[config.mk]
export PLATFORM = sky130hd
export DESIGN_NAME = rds_text_assembler
export DESIGN_NICKNAME = d
export VERILOG_FILES = /design/src/sv/rta_pkg.sv /design/src/sv/rds_text_assembler.sv
export SDC_FILE = /design/constraint.sdc
export NUM_CORES = 1
export LEC_CHECK = 0
export BUFFER_PORTS_ARGS = -buffer_cell sky130_fd_sc_hd__buf_2
export CORE_ASPECT_RATIO = 1.5
export CORE_MARGIN = 5
export CORE_UTILIZATION = 50
export CTS_BUF_LIST = sky130_fd_sc_hd__clkbuf_16
export CTS_CLUSTER_DIAMETER = 120
export CTS_CLUSTER_SIZE = 30
export DETAILED_ROUTE_END_ITERATION = 7
export HOLD_SLACK_MARGIN = 0.03
export PLACE_DENSITY_LB_ADDON = 0.25
export SETUP_SLACK_MARGIN = 0.2
export SYNTH_ARGS = -nofsm -noshare
export SYNTH_HDL_FRONTEND = slang
export SYNTH_SLANG_ARGS = --single-unit
[constraint.sdc]
create_clock -name clk -period 5.45 [get_ports clk]
set_input_delay 0.545 -clock clk [delete_from_list [all_inputs] [get_ports clk]]
set_output_delay 0.545 -clock clk [all_outputs]
set_load 0.005 [all_outputs]
[src/sv/rta_pkg.sv]
`timescale 1ns / 1ps
`default_nettype none

package rta_pkg;

  localparam int S_TDATA_W = 56;
  localparam int S_TUSER_W = 2;
  localparam int M_TDATA_W = 16;

  localparam int TEXT_ROWS = 16;
  localparam int ROW_BYTES = 4;
  localparam int NAME_LEN  = 8;

  typedef logic [1:0] cmd_t;
  localparam cmd_t CMD_GROUP     = 2'd0;
  localparam cmd_t CMD_TUNE_CLR  = 2'd1;
  localparam cmd_t CMD_DISP_CLR  = 2'd2;
  localparam cmd_t CMD_READ_CHAR = 2'd3;

  localparam logic [3:0] GROUP_NAME = 4'd0;
  localparam logic [3:0] GROUP_TEXT = 4'd2;
  localparam logic [3:0] SEGS_ALL   = 4'hF;
  localparam logic [7:0] CR_CHAR    = 8'h0D;

  // State of one item between the memory read and the output register.
  typedef struct packed {
    logic       published;
    logic       written;
    logic [3:0] group_type;
    logic       text_read;
    logic [1:0] col;
    logic       cr_mark;
    logic       row_valid;
    logic [7:0] name_char;
  } stage_t;

endpackage

`default_nettype wire

[src/sv/rds_text_assembler.sv]
`timescale 1ns / 1ps
`default_nettype none

// RDS programme-service name and radio-text assembler.
// Input channel s_*: one item per command. s_tuser carries the command
// (group, tune clear, display clear, read character); s_tdata carries
// blocks B, C, D and the read selector and index.
// Output channel m_*: exactly one result item per input item, in order.
// The middle stage registers each accepted item with its synchronous text
// memory read, and the output register then holds the result.
// Throughput: one item per cycle while m_tready is high; the radio text sits in
// a 16 x 32-bit memory written a whole row (or one byte) per item, and the
// carriage-return marks sit in a 64-bit register with a lowest-set-bit clear,
// so each item finishes in a single pass.
// Reset clears the name buffers, the segment mask, the CR marks and the
// per-row valid bits of the text memory; a row never written reads as zero,
// so no clearing pass is needed and items are taken right after reset.
// When m_tready is low the output register holds; the middle stage still
// takes one more item, then s_tready drops until the output drains.
module rds_text_assembler (
  input  wire logic                           clk,
  input  wire logic                           rst,
  input  wire logic                           s_tvalid,
  output logic                                s_tready,
  // block_b[15:0], block_c[31:16], block_d[47:32], read_buffer[48],
  // read_index[54:49], zero pad [55]
  input  wire logic [rta_pkg::S_TDATA_W-1:0]  s_tdata,
  // cmd[1:0]
  input  wire logic [rta_pkg::S_TUSER_W-1:0]  s_tuser,
  output logic                                m_tvalid,
  input  wire logic                           m_tready,
  // name_published[0], text_written[1], group_type[5:2], read_char[13:6],
  // zero pad [15:14]
  output logic [rta_pkg::M_TDATA_W-1:0]       m_tdata
);
  import rta_pkg::*;

  logic [15:0] block_b, block_c, block_d;
  logic        read_buffer;
  logic [5:0]  read_index;
  cmd_t        cmd;

  assign block_b     = s_tdata[15:0];
  assign block_c     = s_tdata[31:16];
  assign block_d     = s_tdata[47:32];
  assign read_buffer = s_tdata[48];
  assign read_index  = s_tdata[54:49];
  assign cmd         = s_tuser;

  logic [31:0] text_mem [TEXT_ROWS];
  logic [31:0] rd_q;
  logic [TEXT_ROWS-1:0] row_valid;

  logic [7:0]  name_build [NAME_LEN];
  logic [7:0]  name_shown [NAME_LEN];
  logic [3:0]  segments_seen;
  logic [63:0] cr_marks;

  stage_t      st1;
  logic        v1;
  logic        vo;
  logic [13:0] out_q;

  logic s_accept, move1;
  assign move1    = v1 && (!vo || m_tready);
  assign s_tready = !v1 || move1;
  assign s_accept = s_tvalid && s_tready;

  // Decode
  logic [3:0] group;
  logic       is_name, is_text, is_tune, is_clr;
  assign group   = block_b[15:12];
  assign is_name = (cmd == CMD_GROUP) && (group == GROUP_NAME);
  assign is_text = (cmd == CMD_GROUP) && (group == GROUP_TEXT) && !block_b[11];
  assign is_tune = (cmd == CMD_TUNE_CLR);
  assign is_clr  = (cmd == CMD_TUNE_CLR) || (cmd == CMD_DISP_CLR);

  // Name assembly
  logic [1:0]  seg;
  logic [3:0]  seen_new;
  logic        publish;
  logic [7:0]  build_new [NAME_LEN];
  assign seg      = block_b[1:0];
  assign seen_new = segments_seen | (4'd1 << seg);
  assign publish  = is_name && (seen_new == SEGS_ALL);

  always_comb begin
    for (int i = 0; i < NAME_LEN; i++) begin
      build_new[i] = name_build[i];
    end
    build_new[{seg, 1'b0}] = block_d[15:8];
    build_new[{seg, 1'b1}] = block_d[7:0];
  end

  // Text row write: char k of a row sits in byte k
  logic [3:0]  row;
  logic [31:0] row_data;
  logic [31:0] mem_wdata;
  logic [3:0]  mem_be;
  logic [3:0]  mem_row;
  logic        mem_we;
  assign row      = block_b[3:0];
  assign row_data = {block_d[7:0], block_d[15:8], block_c[7:0], block_c[15:8]};

  always_comb begin
    mem_we    = s_accept && (is_text || is_clr);
    mem_row   = is_text ? row : 4'd0;
    mem_wdata = is_text ? row_data : 32'd0;
    if (is_text || !row_valid[0]) begin
      mem_be = 4'b1111;
    end else begin
      mem_be = 4'b0001;
    end
  end

  // CR marks: a text group applies its new characters, then drops the lowest mark; a clear drops mark 0
  logic [63:0] cr_upd, cr_lowest, cr_next;
  always_comb begin
    cr_upd = cr_marks;
    if (is_text) begin
      for (int k = 0; k < ROW_BYTES; k++) begin
        cr_upd[{row, 2'(k)}] = (row_data[8*k +: 8] == CR_CHAR);
      end
    end else if (is_clr) begin
      cr_upd[0] = 1'b0;
    end
    cr_lowest = cr_upd & (~cr_upd + 64'd1);
    cr_next   = is_text ? (cr_upd & ~cr_lowest) : cr_upd;
  end

  // A byte that still holds CR but lost its mark reads as zero.
  always_ff @(posedge clk) begin
    if (mem_we) begin
      for (int k = 0; k < ROW_BYTES; k++) begin
        if (mem_be[k]) begin
          text_mem[mem_row][8*k +: 8] <= mem_wdata[8*k +: 8];
        end
      end
    end
    if (s_accept) begin
      rd_q <= text_mem[read_index[5:2]];
    end
  end

  always_ff @(posedge clk) begin
    if (rst) begin
      row_valid     <= '0;
      segments_seen <= '0;
      cr_marks      <= '0;
      for (int i = 0; i < NAME_LEN; i++) begin
        name_build[i] <= '0;
        name_shown[i] <= '0;
      end
    end else if (s_accept) begin
      if (mem_we) begin
        row_valid[mem_row] <= 1'b1;
      end
      cr_marks <= cr_next;
      if (is_name) begin
        for (int i = 0; i < NAME_LEN; i++) begin
          name_build[i] <= build_new[i];
          if (publish) begin
            name_shown[i] <= build_new[i];
          end
        end
        segments_seen <= publish ? 4'd0 : seen_new;
      end else if (is_clr) begin
        name_shown[0] <= '0;
        if (is_tune) begin
          name_build[0] <= '0;
        end
      end
    end
  end

  // Middle stage
  stage_t st1_next;
  always_comb begin
    st1_next            = '0;
    st1_next.published  = publish;
    st1_next.written    = is_text;
    st1_next.group_type = (cmd == CMD_GROUP) ? group : 4'd0;
    st1_next.text_read  = (cmd == CMD_READ_CHAR) && read_buffer;
    st1_next.col        = read_index[1:0];
    st1_next.cr_mark    = cr_marks[read_index];
    st1_next.row_valid  = row_valid[read_index[5:2]];
    if ((cmd == CMD_READ_CHAR) && !read_buffer && (read_index < 6'(NAME_LEN))) begin
      st1_next.name_char = name_shown[read_index[2:0]];
    end
  end

  logic [7:0] text_byte, read_char;
  always_comb begin
    text_byte = rd_q[8*st1.col +: 8];
    if (!st1.text_read) begin
      read_char = st1.name_char;
    end else if (!st1.row_valid || (text_byte == CR_CHAR && !st1.cr_mark)) begin
      read_char = 8'd0;
    end else begin
      read_char = text_byte;
    end
  end

  always_ff @(posedge clk) begin
    if (rst) begin
      v1 <= 1'b0;
      vo <= 1'b0;
    end else begin
      if (s_accept) begin
        v1 <= 1'b1;
      end else if (move1) begin
        v1 <= 1'b0;
      end
      if (move1) begin
        vo <= 1'b1;
      end else if (m_tready) begin
        vo <= 1'b0;
      end
    end
  end

  always_ff @(posedge clk) begin
    if (s_accept) begin
      st1 <= st1_next;
    end
    if (move1) begin
      out_q <= {read_char, st1.group_type, st1.written, st1.published};
    end
  end

  assign m_tvalid = vo;
  assign m_tdata  = {2'b00, out_q};

  // Checks
  a_stall_full: assert property (@(posedge clk) disable iff (rst)
    !s_tready |-> (v1 && vo))
    else $error("input stalled with a free stage");

  a_publish_clears: assert property (@(posedge clk) disable iff (rst)
    (s_accept && publish) |=> (segments_seen == 4'd0))
    else $error("segment mask not cleared after publish");

  a_flags_excl: assert property (@(posedge clk) disable iff (rst)
    vo |-> !(out_q[0] && out_q[1]))
    else $error("name published and text written by one item");

  a_read_only: assert property (@(posedge clk) disable iff (rst)
    (vo && out_q[13:6] != 8'd0) |-> (out_q[5:0] == 6'd0))
    else $error("read result carries group fields");

endmodule

`default_nettype wire
* Word level (Yosys, flattened, before mapping) *
Memories as Yosys holds them, arrays and structs flattened. A register that Yosys moved wholly into a read port is not among the register bits.
Cells that the tools add are included.

storage, ports and cells
  register bits after elaboration = 111
  bits in latches = 0
  bits in writable memories = 640
  memory bits (read-only) = 0
  input port bits = 62
  output and inout port bits = 18
  word-level logic and storage cells = 200
  memories = 3

cells by class
  add/sub/neg operators = 1
  multiply operators = 0
  div/mod/pow operators = 0
  magnitude comparators = 17
  equality and inequality tests = 10
  shift operators = 2
  multiplexer cells = 90
  bitwise operators = 26
  reduce and logical (&&, ||, !) cells = 38

memory list
  memory      words  bits a word  rd ports  clocked after Yosys merged registers in  wr ports  RTL line                  text
  text_mem    16     32           1         1                                        1         rds_text_assembler.sv:50  logic [31:0] text_mem [TEXT_ROWS];
  name_build  8      8            8         0                                        8         rds_text_assembler.sv:54  logic [7:0] name_build [NAME_LEN];
  name_shown  8      8            1         1                                        8         rds_text_assembler.sv:55  logic [7:0] name_shown [NAME_LEN];

operators by type and width
  kind                     number
  $bwmux W64               6
  $mux W8                  22
  $and A64 B64 Y64         2
  $not A64 Y64             2
  $add A64 B1 Y64 const B  1
  $mux W64                 1
  $mux W63                 1
  $demux W8 S3             2
  $mux W1                  47
  $eq A8 B4 Y1 const B     5
  $lt A6 B7 Y1 const B     5
  $mux W32                 1
  $shiftx A32 B6 Y8        1
  $ge A6 B1 Y1 const B     4
  $demux W1 S4             5
  $logic_and A1 B1 Y1      18
  $or A1 B1 Y1             18
  $or A16 B16 Y16          1
  $mux W4                  3
  $lt A4 B5 Y1 const B     2
  $ge A4 B4 Y1 const B     2
  $logic_not A1 Y1         8
  $lt A4 B1 Y1 const B     2
  $not A3 Y4               2
  other kinds (15)         23

* Longest topological paths before layout *
Gate-level depths: netlist (run 1).

  word-level depth = 15
  mapped depth = 13
  gate-level depth less buffers = 10

* Worst setup path after synthesis (run 1) *
OpenSTA, ideal clock, no wires.

  path type = input to register
  start point = in s_tuser[1] (netlist name)
  end point = mem text_mem[3][10] (enable)
  setup time = 0.469 ns
  data arrival time = 4.099 ns
  required time = 4.981 ns
  path slack = 0.882 ns
  stages = 7
  path buffers = 2
  cells stage by stage = inv_1 ha_1 nor4b_2 buf_4 nand2_1 clkbuf_1 nor4_1

between the ends
  word-level cells in the longest chain between the ends = 8
  elaborated cells on any way between the ends = 14
  those cells by class = 2 x eq/ne; 5 x mux; 7 x reduce/logical

ends and longest elaborated chain
  item                               RTL line                   text
  start, declared                    rds_text_assembler.sv:29   input wire logic [rta_pkg::S_TUSER_W-1:0] s_tuser,
  $logic_not A2 Y1                   rds_text_assembler.sv:74   assign is_text = (cmd == CMD_GROUP) && (group == GROUP_TEXT) && !block_b[11];
  $logic_and A1 B1 Y1 (2 in series)  rds_text_assembler.sv:74
  $logic_or A1 B1 Y1                 rds_text_assembler.sv:109  if (is_text || !row_valid[0]) begin
  $mux W4                            rds_text_assembler.sv:109
  $mux W1                            rds_text_assembler.sv:135  if (mem_be[k]) begin
  $mux W1                            rds_text_assembler.sv:133  if (mem_we) begin
  $mux W1 (not written as such)      rds_text_assembler.sv:136  text_mem[mem_row][8*k +: 8] <= mem_wdata[8*k +: 8];
  end, declared                      rds_text_assembler.sv:50

Parallel ways exist; a longest one is shown, timed or not.

* Worst setup path after layout (run 1) *
  start point = in s_tuser[1] (netlist name)
  end point = reg cr_marks[55]

between the ends
  word-level cells in the longest chain between the ends = 10
  elaborated cells on any way between the ends = 15
  those cells by class = 1 x add/sub; 2 x eq/ne; 4 x mux; 4 x bitwise; 4 x reduce/logical

ends and longest elaborated chain
  item                                                       RTL line                                             text
  $eq A2 B1 Y1 (tied with other cells)                       rds_text_assembler.sv:76                             assign is_clr = (cmd == CMD_TUNE_CLR) || (cmd == CMD_DISP_CLR);
  $logic_or A1 B1 Y1 or $logic_and A1 B1 Y1 (tied branches)  rds_text_assembler.sv:76, rds_text_assembler.sv:74
  $mux W1 or $logic_and A1 B1 Y1 (tied branches)             rds_text_assembler.sv:124, rds_text_assembler.sv:74
  $mux W1 or $mux W63 (tied branches)                        rds_text_assembler.sv:120                            if (is_text) begin
  $not A64 Y64                                               rds_text_assembler.sv:127                            cr_lowest = cr_upd & (~cr_upd + 64'd1);
  $add A64 B1 Y64                                            rds_text_assembler.sv:127
  $and A64 B64 Y64                                           rds_text_assembler.sv:127
  $not A64 Y64                                               rds_text_assembler.sv:128                            cr_next = is_text ? (cr_upd & ~cr_lowest) : cr_upd;
  $and A64 B64 Y64                                           rds_text_assembler.sv:128
  $mux W64 (*)                                               rds_text_assembler.sv:128
  end signal, assigned                                       rds_text_assembler.sv:158                            cr_marks <= cr_next;
  end, declared                                              rds_text_assembler.sv:57                             logic [63:0] cr_marks;

Mark *: on every way between the ends. The rest lies on a longest branch, timed or not.
A chain may end at the register's enable or synchronous reset.

==> results.tsv, run 1 <==
metric	value	unit
cellInternalPower	7.73	mW
worstMarginPinSlew	1270	ps
hp-class	in -> reg	
core-area	67600	sq um
dr.first_iter.drc_count	2229	
finalHoldWorstSlack	165	ps
syn-instance-count	2318	
yosys_most_used_dff	sky130_fd_sc_hd__edfxtp_1	
hold_path_cells	3	
clkSlewWorstSetupHoldPaths	130	ps
routabilityCongestion	0.950	
grt_antenna_before_repair	3	
clk_buf_depth	3	
power.density	271	nW/um^2
drt_drc_violations_left	0	
clk_root_buf	sky130_fd_sc_hd__clkbuf_16	
timing.final.crit_period	4100	ps
grt_pass1_wl	134	mm
max-cap-violations	0	
cp_data_required_time	5950	ps
multiInputGateArea	10800	sq um
tritoncts_clock_tree	yes	
power_switching_share	21.6	%
register_area	22600	sq um
comb_power_share	4.8	%
syn_to_final_growth	7.19	%
timing.clock.skew	60.5	ps
top_level_ports	80	
r2r.worst_path.cells	7	
clockPowerShare	28.5	%
grt_pass1_vias	20900	
netlist_area	33900	sq um
clkLatencyLatePin	660	ps
p_switching	2.13	mW
synth.top_cells.by_area	sky130_fd_sc_hd__edfxtp_1 (60%), sky130_fd_sc_hd__mux4_2 (11%), sky130_fd_sc_hd__dfxtp_1 (7.0%)	
rows	117	
chipWidth	223	um
yosysTopAreaCellShare	59.6	%
vias	20500	
finalSetupViolations	0	
total_number_of_clock_tree_sinks	791	
holdBufCountCts	0	
r2r_end	cr_marks[55]	
share_of_the_core_filled_with_cells_in_the_final_layout	53.7	%
cts_made_buffers	30	
cp_max_fo	10	
floorplan.die.height	329	um
timing.critical_path.from_type	input port	
detailedRoute.firstPassIterationCount	5	
synth-seq-cells	791	
timing.slew.headroom	15.1	%
die_area	73200	sq um
ir_drop	0.294	mV
dp.final_hpwl	57.5	mm
synth.lib_cells_used.distinct	84	
critPathArrivalTime	4600	ps
ctsResizeCount	0	
cts_setup_buffers	0	
grt_start_max_net_pins	114	
worstSetupStartpoint	s_tuser[1]	
leakage	13.1	nW
routed_wl	89.3	mm
yosysWarnings	0	
maxSlewViolCount	0	
worstHoldEndpoint	v1	
worst_setup_slack_for_register_to_register_paths	2390	ps
drt-vias-per-instance	6.30	
timing.final.crit_share	75.2	%
fin_nets	2395	
synth_async_sr_flop_share	0	%
synth_enable_flop_cells	673	
drt-wirelength-per-cell	27.5	um
grt_use_total	24.0	%
synthesis.area_per_instance	14.6	sq um
io_buffers	69	
hp-start	s_tvalid	
grt_overflow_total	0	
finalPower	9.86	mW
num-fill-cells	5514	
detail-route-antenna-nets	0	
cts.htree.levels	1	
synth.largest_area_cell	sky130_fd_sc_hd__edfxtp_1	
drive_gt1_share	17.0	%
status	complete, no violations	
max_clock_freq	0.244	GHz
final_hold_viol_count	0	
synth_sequential_area_ratio	66.6	%
timing.setup.tns	0	ps
setup.worst_path.class	in -> reg	
floorplan.initialDensity	50.1	%
rsz_0062_raised_after_global_routing	no	
sequentialPowerShare	66.7	%
timing.critical_path.to_type	register	
critical_path.reg2reg.startpoint	cr_marks[32]	
-- final cells by class --
class                      instances  share of cell area, %
clock buffer                      30                   2.07
timing repair buffer             135                   2.50
tap                              892                   3.07
inverter                          13                  0.138
multi-input combinational       1359                   29.7
sequential                       791                   62.1
antenna                            2                 0.0138
clock inverter                    25                  0.375
-- state kept, by name (all words and copies together), names as in the netlist, 14 cells and up --
register and cells:
st1 19, rd_q 32, name_shown 64, out_q 14
row_valid 16, name_build 64, text_mem 512, cr_marks 64
-- worst max path at each step --
stage	end	slack, ps	cells past startpoint
CTS	cr_marks[34]	1530	12
global placement	cr_marks[43]	920	11
finish	cr_marks[55]	1350	11
detailed placement	cr_marks[55]	850	11
global route	cr_marks[34]	1220	12
floorplan	text_mem[3][10]	880	7
-- per-stage QoR --
stage / instances / setup WS (ps) / instance area [sq um]
floorplan: 2319 / 882 / 33900
global placement: 3190 / 918 / 35400
detailed placement: 3190 / 848 / 35400
CTS: 3245 / 1530 / 36300
global route: 3246 / 1220 / 36300
finish: 3247 / 1350 / 36300
-- cells in the mapped netlist (36+ instances only) --
| cell | number |
|---|---|
| sky130_fd_sc_hd__and3_1 | 36 |
| sky130_fd_sc_hd__edfxtp_1 | 673 |
| sky130_fd_sc_hd__mux4_2 | 162 |
| sky130_fd_sc_hd__dfxtp_1 | 118 |
| sky130_fd_sc_hd__nor3_1 | 39 |
| sky130_fd_sc_hd__o21ai_0 | 88 |
| sky130_fd_sc_hd__and2_1 | 71 |
| sky130_fd_sc_hd__nand2_1 | 255 |
| sky130_fd_sc_hd__nor2_1 | 142 |
| sky130_fd_sc_hd__nand3_1 | 38 |
| sky130_fd_sc_hd__a21oi_1 | 145 |
| sky130_fd_sc_hd__clkbuf_1 | 106 |
| sky130_fd_sc_hd__mux2i_1 | 106 |
-- power groups by stage --
| stage | clock network, mW | registers, mW | logic (mW) |
|---|---|---|---|
| 6_report | 2.81 | 6.58 | 0.471 |
| 5_1_grt | 3.08 | 6.58 | 0.498 |
| 4_1_cts | 2.86 | 6.58 | 0.475 |
| 3_5_place_dp | 0 | 6.71 | 0.475 |
| 3_3_place_gp | 0 | 6.71 | 0.471 |
| 2_1_floorplan | 0 | 6.70 | 0.286 |
-- cells in the final DEF, fill, tap and decap left out, types with 7 or more instances in the layout --
cell | netlist | routed
sky130_fd_sc_hd__a21oi_1 | 145 | 145
sky130_fd_sc_hd__nand4_1 | 17 | 17
sky130_fd_sc_hd__or2_2 | 7 | 7
sky130_fd_sc_hd__o21ai_0 | 88 | 88
sky130_fd_sc_hd__inv_1 | 12 | 35
sky130_fd_sc_hd__and3_1 | 36 | 36
sky130_fd_sc_hd__nor2_1 | 142 | 128
sky130_fd_sc_hd__nand2_1 | 255 | 254
sky130_fd_sc_hd__nor4_1 | 19 | 17
sky130_fd_sc_hd__buf_4 | 5 | 65
sky130_fd_sc_hd__dfxtp_1 | 118 | 118
sky130_fd_sc_hd__o31ai_1 | 11 | 11
sky130_fd_sc_hd__mux4_2 | 162 | 162
sky130_fd_sc_hd__a31oi_1 | 34 | 34
sky130_fd_sc_hd__mux2i_1 | 106 | 106
sky130_fd_sc_hd__edfxtp_1 | 673 | 673
sky130_fd_sc_hd__o2bb2ai_1 | 9 | 9
sky130_fd_sc_hd__buf_2 | 17 | 65
sky130_fd_sc_hd__nand3_1 | 38 | 38
sky130_fd_sc_hd__nor3_1 | 39 | 38
sky130_fd_sc_hd__o22ai_1 | 31 | 31
sky130_fd_sc_hd__and2_1 | 71 | 71
sky130_fd_sc_hd__clkbuf_16 | 0 | 30
sky130_fd_sc_hd__or3_1 | 12 | 12
sky130_fd_sc_hd__nor2_4 | 0 | 13
sky130_fd_sc_hd__o211ai_1 | 7 | 7
-- worst max-delay path, cell delays in order --
cell and delay [ps]:
sky130_fd_sc_hd__buf_2 110, sky130_fd_sc_hd__inv_1 70, sky130_fd_sc_hd__ha_1 240, sky130_fd_sc_hd__nor4b_4 720, sky130_fd_sc_hd__nand3_2 450, sky130_fd_sc_hd__o41ai_2 680
sky130_fd_sc_hd__o21ai_1 250, sky130_fd_sc_hd__nor4_2 720, sky130_fd_sc_hd__nand4_1 420, sky130_fd_sc_hd__o31ai_1 300, sky130_fd_sc_hd__a21oi_1 90
-- metal layers --
metal / GRT usage, % / up-vias / wire length, um
li1: - / 8986 / -
met1: 30.7 / 10400 / 33300
met2: 43.2 / 862 / 46900
met3: 2.33 / 177 / 5710
met4: 7.82 / 4 / 3350
met5: 0 / - / 23
-- cells by family (layout without fill, tap and decap cells) --
logic type      count (synthesis)  in the layout  synth area share (%)
flops                         791            791                  66.6
buf+inv                       169            203                  2.06
simple gates                  700            700                  10.4
compound gates                383            383                  6.84
mux                           271            271                  14.0
other cells                     1              4                0.0111
fa+ha+maj                       3              3                 0.111
No activity file was read; power rests on OpenSTA's default activity.
==> run 2, diff against run 1 <==
==> constraint.sdc (replaced) <==
create_clock -name clk -period 4.25 [get_ports clk]
set_input_delay 0.425 -clock clk [delete_from_list [all_inputs] [get_ports clk]]
set_output_delay 0.425 -clock clk [all_outputs]
set_load 0.005 [all_outputs]
==> run 2 against run 1 <==
Effect of this change:
- clock-buffer cell count unchanged
- total power is 29% higher
- utilization rose by 0.61 points
- flip-flop and latch count stayed put
- clock skew is 22 ps lower
- non-clock buffer count rose by 43
- critical path depth rose by 1
- worst setup slack lost 460 ps
- worst hold slack worse by 100 ps
- register-to-register slack got worse by 990 ps
- routed wire length rose by 2.3%
==> results.tsv, run 2 (synthesis gave the netlist of run 1 again) <==
metric	value	unit
cts.htree.levels	1	
rsz_0062_raised_after_global_routing	no	
max-cap-violations	0	
cts_made_buffers	30	
die_area	73200	sq um
grt_start_max_net_pins	72	
drive_gt1_share	18.4	%
detailedRoute.firstPassIterationCount	6	
grt_antenna_before_repair	3	
critical_path.cell_chain	buf_2 -> inv_1 -> ha_1 -> or4b_1 -> buf_12 -> nor3_4 -> o22ai_1 -> a2111oi_0 -> and3_1 -> nand3_1 -> o2bb2ai_1 -> a21oi_1	
critical_path.reg2reg.startpoint	m_tvalid	
timing.critical_path.from_type	input port	
top_level_ports	80	
timing.final.crit_period	3360	ps
dr.first_iter.drc_count	1954	
grt_pass1_vias	20800	
io_buffers	69	
drt-wirelength-per-cell	27.8	um
drt_drc_violations_left	0	
grt_overflow_total	0	
hp-start	m_tready	
ir_drop	0.349	mV
maxSlewViolCount	0	
slowest_stage	sky130_fd_sc_hd__or4b_1	
ctsResizeCount	0	
clkLatencyLatePin	660	ps
worstHoldEndpoint	m_tvalid	
timing.clock.skew	38.9	ps
vias	20900	
final_cell_mix	sky130_fd_sc_hd__edfxtp_1 (673), sky130_fd_sc_hd__nand2_1 (254), sky130_fd_sc_hd__mux4_2 (162), sky130_fd_sc_hd__a21oi_1 (145), sky130_fd_sc_hd__nor2_1 (128)	
power.density	345	nW/um^2
routabilityCongestion	0.983	
r2r_end	name_shown[6][1]	
tritoncts_clock_tree	yes	
dp.final_hpwl	58.1	mm
worstMarginPinSlew	1170	ps
registers.top_by_ff_count	text_mem	
timing.critical_path.to_type	register	
hp-class	in -> reg	
floorplan.initialDensity	50.1	%
clk_buf_depth	3	
syn_to_final_growth	8.40	%
cts_setup_buffers	0	
finalPower	12.7	mW
rows	117	
detailed_place.area	35800	sq um
worst_setup_slack_for_register_to_register_paths	1400	ps
cp_data_required_time	4780	ps
leakage	13.4	nW
layout_commonest_cell	sky130_fd_sc_hd__edfxtp_1	
clkSlewWorstSetupHoldPaths	130	ps
floorplan.die.height	329	um
fin_nets	2438	
timing.final.crit_share	79.1	%
setup.worst_path.class	in -> reg	
number_of_flip_flops_under_the_largest_register_name	512	
clk_root_buf	sky130_fd_sc_hd__clkbuf_16	
stdcell_area	36700	sq um
chipWidth	223	um
final_hold_viol_count	0	
num-fill-cells	5434	
grt_use_total	24.4	%
timing.slew.headroom	21.4	%
grt_pass1_wl	135	mm
worst_slack	890	ps
critPathArrivalTime	3890	ps
total_number_of_clock_tree_sinks	791	
timing.setup.tns	0	ps
finalSetupViolations	0	
hold_path_cells	4	
share_of_the_core_filled_with_cells_in_the_final_layout	54.3	%
core-area	67600	sq um
preCtsSetupSlack	294	ps
drt-vias-per-instance	6.34	
cp_max_fo	23	
detail-route-antenna-nets	0	
crit_path_max_incr_delay	660	ps
routed_wl	91.4	mm
max_clock_freq	0.298	GHz
r2r.worst_path.cells	8	
status	complete, no violations	
## run 2: cell types whose count changed in the layout (fill, tap and decap cells not counted), sizes merged
cell and change:
buf +42, inv +2, dlygate4sd3 +1, clkinv -1
## run 2: layer usage
layer  global-route usage [%]  share of wire [%]
met5                        0                  0
met4                     9.33                4.2
met3                     2.80                6.3
met2                     43.5                 52
met1                     30.9                 37
## run 2: how the worst max path moves through the flow
stage | from | end | slack, ps | depth (start not counted)
floorplan | s_tuser[1] | text_mem[0][10] | 310 | 8
global placement | s_tuser[1] | cr_marks[49] | 370 | 12
detailed placement | s_tuser[1] | cr_marks[33] | 290 | 11
CTS | s_tuser[1] | cr_marks[34] | 1000 | 11
global route | s_tuser[1] | cr_marks[33] | 720 | 11
finish | s_tuser[1] | cr_marks[43] | 890 | 12
## run 2: what timing repair did
action,CTS,global route
hold buffers,1,0
setup endpoints to repair,0,0
endpoints found under the hold margin,1,0
## run 2: layout make-up
cell class / instances / area [sq um] / area share, %
sequential: 791 / 22600 / 61.4
multi-input combinational: 1359 / 10800 / 29.4
timing repair buffer: 178 / 1310 / 3.56
tap: 892 / 1120 / 3.04
clock buffer: 30 / 751 / 2.04
clock inverter: 26 / 140 / 0.381
inverter: 13 / 48.8 / 0.133
antenna: 2 / 5.00 / 0.0136
## run 2: per-stage QoR
stage	instances	hold WS [ps]
after global placement	3232	405
after global routing	3290	73.6
after detailed placement	3232	409
after CTS	3289	47.8
after floorplan	2319	400
final	3291	64.9
## run 2: critical path: cells and delay by family
kind | cells | cell delay (ps)
simple gates | 4 | 1640
compound gates | 4 | 1160
buf+inv | 3 | 440
fa+ha+maj | 1 | 230
## run 2: where the power goes
| part | switching, mW | internal, mW |
|---|---|---|
| combinational | 0.429 | 0.195 |
| clock | 2.30 | 1.33 |
| sequential | 0.0378 | 8.40 |
| total | 2.77 | 9.92 |
==> run 3, diff against run 2 <==
--- a/config.mk
+++ b/config.mk
@@ -5,6 +5,7 @@
 export SDC_FILE = /design/constraint.sdc
 export NUM_CORES = 1
 export LEC_CHECK = 0
+export ABC_AREA = 1
 export BUFFER_PORTS_ARGS = -buffer_cell sky130_fd_sc_hd__buf_2
 export CORE_ASPECT_RATIO = 1.5
 export CORE_MARGIN = 5
==> constraint.sdc (replaced) <==
create_clock -name clk -period 2.8 [get_ports clk]
set_input_delay 0.28 -clock clk [delete_from_list [all_inputs] [get_ports clk]]
set_output_delay 0.28 -clock clk [all_outputs]
set_load 0.005 [all_outputs]
==> run 3 against run 2 <==
Effect of this change:
- register-to-register slack got worse by 930 ps
- routed wire length increased by 11%
- sequential power increased by 53%
- critical path depth increased by 7
- first-iteration DRC count increased by 41%
- clock power increased by 52%
- non-clock buffer count increased by 108
- flip-flop and latch count unchanged
- sequential share of layout area decreased by 3.1 points
- clock skew increased by 6.6 ps
- combinational power increased to 2.8 times the previous value
- critical endpoint is now cr_marks[49]
- largest power group unchanged
- highest routed layer unchanged
==> results.tsv, run 3 <==
metric	value	unit
status	complete, no violations	
r2r_end	out_q[12]	
worstSetupStartpoint	s_tdata[13]	
detailedRoute.firstPassIterationCount	5	
cts_made_buffers	30	
critical_path.reg2reg.startpoint	st1[11]	
yosysWarnings	0	
synth_async_sr_flop_share	0	%
floorplan.die.height	333	um
timing.critical_path.from_type	input port	
drt_drc_violations_left	0	
registers.top_by_ff_count	text_mem	
timing.clock.skew	45.5	ps
clkLatencyLatePin	660	ps
synth.lib_cells_used.distinct	49	
synth_top_cells_by_count	sky130_fd_sc_hd__edfxtp_1 (673), sky130_fd_sc_hd__nand2_1 (633), sky130_fd_sc_hd__nor2_1 (625)	
cellInternalPower	15.3	mW
worstMarginPinSlew	970	ps
maxSlewViolCount	0	
synth.largest_area_cell	sky130_fd_sc_hd__edfxtp_1	
fin_nets	3653	
detail-route-antenna-nets	0	
synth_sequential_area_ratio	64.9	%
vias	26500	
finalPower	20.1	mW
cp_max_fo	11	
power_switching_share	23.8	%
final_hold_viol_count	0	
finalSetupViolations	0	
grt_start_max_net_pins	104	
dp_cells	4449	
p_switching	4.79	mW
timing.critical_path.to_type	register	
worst_setup_slack_for_register_to_register_paths	470	ps
routed_wl	101	mm
die_area	75000	sq um
drive_gt1_share	10.9	%
chipWidth	225	um
most_frequent_cell_after_synthesis	sky130_fd_sc_hd__edfxtp_1	
total_number_of_clock_tree_sinks	791	
grt_use_total	26.1	%
clk_buf_depth	3	
critPathArrivalTime	2920	ps
hp-class	in -> reg	
core-area	68900	sq um
routabilityCongestion	1.00	
rsz_0062_raised_after_global_routing	no	
synth.top_cells.by_area	sky130_fd_sc_hd__edfxtp_1 (58%), sky130_fd_sc_hd__nand2_1 (6.8%), sky130_fd_sc_hd__dfxtp_1 (6.8%)	
clockPowerShare	27.4	%
grt_pass1_vias	24800	
yosys_most_used_dff	sky130_fd_sc_hd__edfxtp_1	
grt_antenna_before_repair	1	
synthesis.area_per_instance	10.0	sq um
timing.final.crit_share	84.9	%
layout_commonest_cell	sky130_fd_sc_hd__edfxtp_1	
grt_pass1_wl	151	mm
leakage	13.1	nW
syn_to_final_growth	11.2	%
setup.worst_path.end	cr_marks[49]	
floorplan.initialDensity	50.4	%
synth_enable_flop_cells	673	
max_clock_freq	0.420	GHz
sequentialPowerShare	64.0	%
rows	118	
syn-instance-count	3476	
r2r.worst_path.cells	9	
yosysTopAreaCellShare	58.1	%
clk_root_buf	sky130_fd_sc_hd__clkbuf_16	
top_level_ports	80	
max-cap-violations	0	
worst_slack	422	ps
grt_overflow_total	0	
clkSlewWorstSetupHoldPaths	140	ps
preCtsSetupSlack	-34.3	ps
timing.final.crit_period	2380	ps
io_buffers	69	
drt-vias-per-instance	5.87	
netlist_area	34800	sq um
dr.first_iter.drc_count	2753	
ir_drop	0.613	mV
tritoncts_clock_tree	yes	
synth-seq-cells	791	
final_cell_mix	sky130_fd_sc_hd__edfxtp_1 (673), sky130_fd_sc_hd__nand2_1 (627), sky130_fd_sc_hd__nor2_1 (608), sky130_fd_sc_hd__o21ai_0 (450), sky130_fd_sc_hd__inv_1 (173)	
cp_data_required_time	3350	ps
timing.slew.headroom	35.1	%
cts.htree.levels	1	
comb_power_share	8.6	%
final_cell_count_no_fill	4512	
power.density	520	nW/um^2
number_of_flip_flops_under_the_largest_register_name	512	
setup.worst_path.class	in -> reg	
dp.final_hpwl	63.8	mm
drt-wirelength-per-cell	22.5	um
## run 3: changes by cell type in the layout (fill, tap and decap cells not counted), moves of 69 or more
| cell | delta |
|---|---|
| sky130_fd_sc_hd__and2_1 | -71 |
| sky130_fd_sc_hd__buf_4 | +69 |
| sky130_fd_sc_hd__inv_1 | +137 |
| sky130_fd_sc_hd__mux2i_1 | -105 |
| sky130_fd_sc_hd__mux4_2 | -162 |
| sky130_fd_sc_hd__nand2_1 | +373 |
| sky130_fd_sc_hd__nand3_1 | +117 |
| sky130_fd_sc_hd__nor2_1 | +480 |
| sky130_fd_sc_hd__o21ai_0 | +362 |
## run 3: what timing repair did
item,4_1_cts,5_1_grt
hold buffers,7,0
endpoints found under the setup margin,0,15
setup buffers,0,0
resized for setup,0,7
hold endpoints to repair,14,0
## run 3: worst min path at each step
stage,depth (start not counted),start,endpoint
floorplan,0,s_tdata[49],st1[10]
global placement,0,st1[17],out_q[1]
detailed placement,0,st1[17],out_q[1]
CTS,4,s_tvalid,cr_marks[5]
global route,4,s_tvalid,cr_marks[5]
finish,4,s_tvalid,cr_marks[5]
## run 3: critical path, stage by stage
cell	delay [ps]
sky130_fd_sc_hd__dlygate4sd3_1	510
sky130_fd_sc_hd__buf_2	100
sky130_fd_sc_hd__nand2_1	70
sky130_fd_sc_hd__inv_2	80
sky130_fd_sc_hd__nand3_4	100
sky130_fd_sc_hd__buf_12	180
sky130_fd_sc_hd__nor2_4	250
sky130_fd_sc_hd__nand2_1	200
sky130_fd_sc_hd__nand2_1	90
sky130_fd_sc_hd__nand2_1	80
sky130_fd_sc_hd__nor2_1	90
sky130_fd_sc_hd__nand2_1	90
sky130_fd_sc_hd__nor2_2	130
sky130_fd_sc_hd__buf_4	130
sky130_fd_sc_hd__inv_1	30
sky130_fd_sc_hd__nor2_1	210
sky130_fd_sc_hd__nand3_1	150
sky130_fd_sc_hd__nand2_1	90
sky130_fd_sc_hd__a21oi_1	50
## run 3: power groups by stage
stage | Clock [mW] | Sequential (mW) | Combinational, mW
final | 5.51 | 12.9 | 1.72
after global routing | 6.00 | 12.9 | 1.86
after CTS | 5.61 | 12.9 | 1.70
after detailed placement | 0 | 13.1 | 1.69
after global placement | 0 | 13.1 | 1.67
after floorplan | 0 | 13.1 | 0.972
## run 3: cell families (layout without fill, tap and decap cells)
family                     count (synthesis)  count (layout)  share of synthesized area (%)
muxes                                      1               1                         0.0288
buffers and inverters                    376             510                           4.21
adders and majority gates                  3               3                          0.108
DFF                                      791             791                           64.9
other                                      1               3                         0.0108
AOI/OAI and AO/OA                        823             823                           13.4
and+or+nand+nor                         1481            1481                           17.3
## run 3: cell type report
| type | instances | area (sq um) |
|---|---|---|
| Clock inverter | 25 | 123 |
| Fill cell | 5888 | 30300 |
| Clock buffer | 30 | 751 |
| Inverter | 169 | 647 |
| Antenna cell | 1 | 2.50 |
| Timing Repair Buffer | 286 | 2510 |
| Multi-Input combinational cell | 2310 | 11000 |
| Sequential cell | 791 | 22600 |
| Tap cell | 900 | 1130 |
## run 3: stage by stage
stage	hold slack, ps	util (%)	TNS (ps)	cell area (sq um)
2_1_floorplan	379	-	-9130	34800
3_3_place_gp	403	54.7	0	37700
3_5_place_dp	407	54.7	-64.2	37700
4_1_cts	31.1	56.1	0	38700
5_1_grt	64.5	56.1	0	38700
6_report	55.7	56.1	0	38700
## run 3: layer usage
layer / vias to the layer above / track usage [%] / part of all wire (%) / wire length (um)
li1: 12300 / - / - / -
met1: 12800 / 34.3 / 39 / 39100
met2: 1141 / 44.2 / 50 / 50200
met3: 233 / 3.04 / 7.4 / 7470
met4: 0 / 10.6 / 4.6 / 4620
met5: - / 0 / 0 / 0
